--- src/rtl/ecpi_pkg.sv ---
// Shared types for the exact color palette indexer: controller states and command/status groups.
package ecpi_pkg;

	localparam int unsigned ColorW = 24;
	localparam int unsigned IndexW = 8;

	typedef enum logic [1:0] {
		ST_IDLE,
		ST_CHECK,
		ST_READ,
		ST_CMP
	} ctrl_state_t;

	typedef enum logic [1:0] {
		FIN_MATCH,
		FIN_APPEND,
		FIN_OVF
	} fin_kind_t;

	typedef struct packed {
		logic      load;
		logic      rd_en;
		logic      inc;
		logic      fin;
		fin_kind_t fin_kind;
	} ctrl_cmd_t;

	typedef struct packed {
		logic ovf;
		logic at_end;
		logic full;
		logic match;
	} dp_status_t;

endpackage

--- src/rtl/ecpi_ctrl.sv ---
// Controller state machine that sequences the palette search, append and result strobe.
module ecpi_ctrl (
	input  logic                clk,
	input  logic                arst_n,
	input  logic                start,
	input  ecpi_pkg::dp_status_t st,
	output ecpi_pkg::ctrl_cmd_t  cmd,
	output logic                busy
);

	ecpi_pkg::ctrl_state_t state_q;
	ecpi_pkg::ctrl_state_t state_d;

	always_ff @(posedge clk or negedge arst_n) begin
		if (!arst_n) begin
			state_q <= ecpi_pkg::ST_IDLE;
		end else begin
			state_q <= state_d;
		end
	end

	always_comb begin
		state_d = state_q;
		unique case (state_q)
			ecpi_pkg::ST_IDLE: begin
				if (start) begin
					state_d = ecpi_pkg::ST_CHECK;
				end
			end
			ecpi_pkg::ST_CHECK: begin
				if (st.ovf || st.at_end) begin
					state_d = ecpi_pkg::ST_IDLE;
				end else begin
					state_d = ecpi_pkg::ST_READ;
				end
			end
			ecpi_pkg::ST_READ: begin
				state_d = ecpi_pkg::ST_CMP;
			end
			ecpi_pkg::ST_CMP: begin
				if (st.match) begin
					state_d = ecpi_pkg::ST_IDLE;
				end else begin
					state_d = ecpi_pkg::ST_CHECK;
				end
			end
			default: begin
				state_d = ecpi_pkg::ST_IDLE;
			end
		endcase
	end

	always_comb begin
		cmd          = '0;
		cmd.fin_kind = ecpi_pkg::FIN_MATCH;
		busy         = 1'b1;
		unique case (state_q)
			ecpi_pkg::ST_IDLE: begin
				busy     = 1'b0;
				cmd.load = start;
			end
			ecpi_pkg::ST_CHECK: begin
				if (st.ovf) begin
					cmd.fin      = 1'b1;
					cmd.fin_kind = ecpi_pkg::FIN_OVF;
				end else if (st.at_end) begin
					cmd.fin      = 1'b1;
					cmd.fin_kind = st.full ? ecpi_pkg::FIN_OVF : ecpi_pkg::FIN_APPEND;
				end
			end
			ecpi_pkg::ST_READ: begin
				cmd.rd_en = 1'b1;
			end
			ecpi_pkg::ST_CMP: begin
				if (st.match) begin
					cmd.fin      = 1'b1;
					cmd.fin_kind = ecpi_pkg::FIN_MATCH;
				end else begin
					cmd.inc = 1'b1;
				end
			end
			default: begin
				busy = 1'b1;
			end
		endcase
	end

endmodule

--- config.mk ---
export PLATFORM = sky130hd
export DESIGN_NAME = ecpi_ctrl
export DESIGN_NICKNAME = d
export VERILOG_FILES = /design/src/rtl/ecpi_pkg.sv /design/src/rtl/ecpi_ctrl.sv
export SDC_FILE = /design/constraint.sdc
export NUM_CORES = 1
export LEC_CHECK = 0
export ABC_AREA = 0
export BUFFER_PORTS_ARGS = -buffer_cell sky130_fd_sc_hd__buf_4
export CORE_AREA = 2 2 39 41
export CTS_CLUSTER_DIAMETER = 30
export CTS_CLUSTER_SIZE = 14
export DETAILED_ROUTE_END_ITERATION = 12
export DIE_AREA = 0 0 41 43
export GPL_ROUTABILITY_DRIVEN = 0
export PLACE_DENSITY_LB_ADDON = 0.1
export SYNTH_ARGS = -nofsm -noshare
export SYNTH_HDL_FRONTEND = slang
export SYNTH_SLANG_ARGS = --single-unit
--- constraint.sdc ---
create_clock -name clk -period 0.85 [get_ports clk]
set_input_delay 0.0425 -clock clk [delete_from_list [all_inputs] [get_ports clk]]
set_output_delay 0.0425 -clock clk [all_outputs]
set_load 0.005 [all_outputs]
==> results of run 1 <==
==> kinds of logic after synthesis <==
group / after synthesis / share of synthesized area
DFF: 2 / 0.333
buffers and inverters: 2 / 0.0500
AOI/OAI and AO/OA: 4 / 0.208
and+or+nand+nor: 10 / 0.408
==> layout make-up <==
class	count	area share
multi-input cells	14	0.343
flip-flops and latches	2	0.137
repair buffers	17	0.387
well taps	16	0.0533
clock buffers	3	0.0600
inverters	2	0.0200
==> placed cells by master (no fill, tap or decap), drive strengths merged <==
master	netlist	final
dlygate4sd3	0	1
a21oi	1	1
or2	2	2
inv	2	2
o211a	1	1
nor2b	1	1
nand2	1	1
clkbuf	0	3
nand2b	2	2
dfrtp	2	2
o21bai	1	1
a22o	1	1
nor4b	1	1
buf	0	16
nor2	3	3
==> per-stage QoR <==
stage               power [µW]  cells  TNS (ns)
CTS                       1090     54     -2.04
finish                    1160     54     -1.84
detailed placement         779     50    -0.436
global placement           776     50    -0.337
floorplan                  408     18         0
global route              1270     54     -2.33
==> metal layers <==
layer	vias to the layer above	share of wire
li1	102	-
met1	90	0.37
met2	8	0.56
met3	0	0.074
met4	0	0
met5	-	0
==> power breakdown <==
part	internal, µW	total, µW	switching [µW]	leakage (µW)
Combinational	461	735	274	0.000151
Sequential	149	221	72.1	0.0000242
Clock	156	208	52.2	0.0000138
Total	765	1160	399	0.000189
==> final timing paths <==
kind                                 from          to  slack [ns]
max in group asynchronous          arst_n  state_q[0]        0.61
worst min register to register  flip-flop  state_q[0]        0.66
worst max-delay path            flip-flop      cmd[0]       -0.31
worst min-delay path                start  state_q[0]        0.07
min in group asynchronous          arst_n  state_q[0]        0.14
worst max register to register  flip-flop   flip-flop       -0.09
==> what timing repair did <==
| action | 4_1_cts | 5_1_grt |
|---|---|---|
| hold buffers | 1 | 0 |
| endpoints found under the setup margin | 9 | 9 |
| endpoints found under the hold margin | 2 | 0 |
| resized for setup | 5 | 7 |
| buffers inserted | 0 | 0 |
| pin swaps | 1 | 1 |
==> impl_metrics.toml, run 1 <==
[final_layout]
fin_area_um2 = 375
post-route-util = 0.271
seq_area_um2 = 51.3
num_antenna_cells = 0
multi_input_area_um2 = 129
fill_cells = 154
fin_nets = 47
drive_above_1_share = 0.684
area.growth.synth_to_final_pct = 150

[clocking]
cts_made_buffers = 3
clock-root-buffer = "clkbuf_4"
clk_latency_ns = 0.22
cts.htree.levels = 1
cts_tree = "yes"
clockBufferDepth = 2
clock_sinks = 2
clk_pin_slew_ns = 0.03

[global_routing]
grt_overflow_total = 0
grtUsageMet2 = 0.0969
busiest_layer = "met2"
grt_pass1_wl_um = 717
antenna_found_initial = 0
met3_usage = 0.0471
grt_max_degree = 6
grtUsageTotal = 0.0651
first_global_vias = 201
met1_usage = 0.0605

[pwr]
p_per_area_nw_per_um2 = 3100
p_leak_uw = 0.000189
ir_drop_mv = 0.927

[timing]
slew_violations = 0
max_freq_ghz = 0.864
hold_violations = 0
hold_ws_ns = 0.0659
setup_violations = 9
max-slew-margin-rel = 0.884
post-route-min-period_ns = 1.16
rsz0062_at_grt = "yes"
worst_slack_ns = -0.308
finalCritPeriodShare = 1.36
worst_pin_slew_ns = 0.173
skew_ns = 0.00313

[yosys]
yosysTopAreaCellShare = 0.333
synth_ff_type = "dfrtp_1"
yosys-top-cells-area = "dfrtp_1, nor4b_2, nand2b_1"
yosysWarningCount = 0
synth.most_common_cell = "nor2_1"
ys_top_cells_by_count = "nor2_1, dfrtp_1, inv_1, nand2b_1, or2_1"
syn_area_um2 = 150
yosys_register_bits = 2
syn_nets = 25
ys_seq_area_frac = 0.333
synth-edff-count = 0
synth.distinct_cells = 12
synthCells = 18
synthArstFlopShare = 1.00
synth_area_per_cell_um2 = 8.34
synth_area_leader_cell = "dfrtp_1"

[critical_path]
critical_path_arrival_ns = 1.12
path_cells = "nand2b_4 -> nor4b_4 -> buf_4"
path_buf_inv = 1
worstSetupPathType = "flip-flop to output pin"
rr_worst_depth = 3
slowest_stage = "dfrtp_1"
cpPeakStageDelay_ns = 0.39
crit_cells = 3
start_kind = "flip-flop"
cp.required_ns = 0.81
cp_max_fo = 3
critPathTopFamily = "flip-flops"
cp-end-kind = "output pin"

[worst_hold_path]
whs_path_depth = 2
hp-class = "input pin to flip-flop"

[outcome]
status = "complete, but fails checks"
violations = "negative setup slack"

[detailed_routing]
viasPerCell = 3.70
drc = 0
vias = 200
first_pass_iters = 1
avgRoutedWirePerCell_um = 8.70
detail-route-antenna-nets = 0
routed_wl_um = 470
initialDrtViolationCount = 0

[placed_design]
place_area_um2 = 290
port_buffers = 13
dp_hpwl_um = 368
place_ws_ns = -0.105

[floorplan]
dieArea_um2 = 1760
rows = 14
die_h_um = 43
chipWidth_um = 41
pin_count = 14
initial_core_util = 0.108
coreArea_um2 = 1380

[run]
drv_cap = 0
Note: power is estimated with default switching activity, not from simulation.
==> inputs of run 2 (changes only) <==
Settings changed: CTS_BUF_LIST set to sky130_fd_sc_hd__clkbuf_8.
==> impl_metrics.toml, run 2 (synthesized netlist as in run 1, its figures left out) <==
[floorplan]
pin_count = 14
die_h_um = 43
initial_core_util = 0.108
chipWidth_um = 41
rows = 14
dieArea_um2 = 1760
coreArea_um2 = 1380

[worst_hold_path]
whs_path_depth = 2
hold_end = "state_q[0]"
min_from = "start"
hp-class = "input pin to flip-flop"

[critical_path]
slowest_stage = "dfrtp_1"
cp_max_fo = 3
worst-r2r-setup-slack_ns = -0.09
path_cells = "nand2b_4 -> nor4b_4 -> buf_4"
start_kind = "flip-flop"
cp.required_ns = 0.81
critical_path_arrival_ns = 1.09
rr_worst_depth = 3
cpPeakStageDelay_ns = 0.38
worstSetupPathType = "flip-flop to output pin"
cp-end-kind = "output pin"

[timing]
post-route-min-period_ns = 1.13
hold_violations = 0
slew_violations = 0
worst_slack_ns = -0.278
setup_violations = 9
setup_tns_ns = -1.75
rsz0062_at_grt = "yes"
max-slew-margin-rel = 0.884
skew_ns = 0.00313
finalCritPeriodShare = 1.33
max_freq_ghz = 0.886
worst_pin_slew_ns = 0.173

[pwr]
p_sw_uw = 379
p_clk_frac = 0.293
p_int_uw = 879
ir_drop_mv = 1.03
p_per_area_nw_per_um2 = 3380
p_leak_uw = 0.000190
p_seq_frac = 0.170
netSwitchingFraction = 0.301
comb_power_share = 0.537

[detailed_routing]
avgRoutedWirePerCell_um = 8.80
drc = 0
vias = 205
viasPerCell = 3.80
routed_wl_um = 475
detail-route-antenna-nets = 0
initialDrtViolationCount = 0
first_pass_iters = 1

[final_layout]
drive_above_1_share = 0.632
final_cell_mix = "buf_4, clkbuf_8"
area.growth.synth_to_final_pct = 147
fin_nets = 47
num_antenna_cells = 0
fin_area_um2 = 372
mostFrequentLayoutCell = "buf_4"

[global_routing]
grt_pass1_wl_um = 710
antenna_found_initial = 0
grtUsageTotal = 0.0631
first_global_vias = 207
grt_overflow_total = 0
grt_max_degree = 6

[run]
drv_cap = 0

[clocking]
clock-root-buffer = "clkbuf_8"
cts.htree.levels = 1
clk_latency_ns = 0.21
cts_made_buffers = 3
clock_sinks = 2
clockBufferDepth = 2
cts_tree = "yes"
clk_pin_slew_ns = 0.03

[placed_design]
dp_hpwl_um = 368
port_buffers = 13
place_area_um2 = 290

[outcome]
violations = "negative setup slack"
status = "complete, but fails checks"
run 2: cell types whose count changed in the layout (fill, tap and decap cells not counted), moves of 2 or more:
| cell | delta |
|---|---|
| buf_4 | +2 |
| clkbuf_4 | -3 |
| buf_6 | -2 |
| clkbuf_8 | +3 |
run 2: timing repair:
action / in CTS / in global routing
hold buffers: 1 / 0
setup endpoints to repair: 9 / 9
endpoints found under the hold margin: 2 / 0
setup buffers: 0 / 0
pin swaps: 1 / 0
gates resized for setup: 5 / 2
run 2: how the worst max path moves through the flow:
stage                   start     end  slack [ns]  cells past startpoint
CTS                 flip-flop  cmd[0]       -0.30                      3
global placement    flip-flop  cmd[0]       -0.09                      3
global route        flip-flop  cmd[0]       -0.35                      3
floorplan           flip-flop  cmd[0]      0.0003                      2
finish              flip-flop  cmd[0]       -0.28                      3
detailed placement  flip-flop  cmd[0]       -0.11                      3
run 2: layer usage:
layer | GRT usage | share of wire | vias up
met5 | 0 | 0 | -
met2 | 0.100 | 0.57 | 10
met3 | 0.0314 | 0.097 | 0
li1 | - | - | 101
met4 | 0.0400 | 0 | 0
met1 | 0.0605 | 0.33 | 94
run 2: metrics by stage:
stage                     power [µW]   util  instances  hold slack (ns)  worst slack [ns]
after floorplan                  408      -         18           -0.253          0.000313
after global placement           776  0.210         50           -0.174           -0.0910
after detailed placement         779  0.210         50           -0.173            -0.105
after CTS                       1250  0.259         54           0.0941            -0.302
after global routing            1360  0.269         54            0.101            -0.351
final                           1260  0.269         54           0.0860            -0.278
run 2: layout make-up:
class / count / area (µm²)
multi-input cells: 14 / 114
flip-flops and latches: 2 / 51.3
clock buffers: 3 / 41.3
repair buffers: 17 / 138
inverters: 2 / 7.51
well taps: 16 / 20.0
fillers: 155 / 1010
run 2: power groups by stage:
stage                     Clock, µW  Sequential, µW  Combinational, µW
final                           368             214                675
after global routing            388             228                745
after CTS                       382             219                649
after detailed placement          0             196                583
after global placement            0             188                588
after floorplan                   0             193                215
run 2: worst max-delay path, delay by kind of cell (launching register included):
family	cells	cell delay [ns]
flops	1	0.38
simple gates	2	0.35
buf+inv	1	0.14
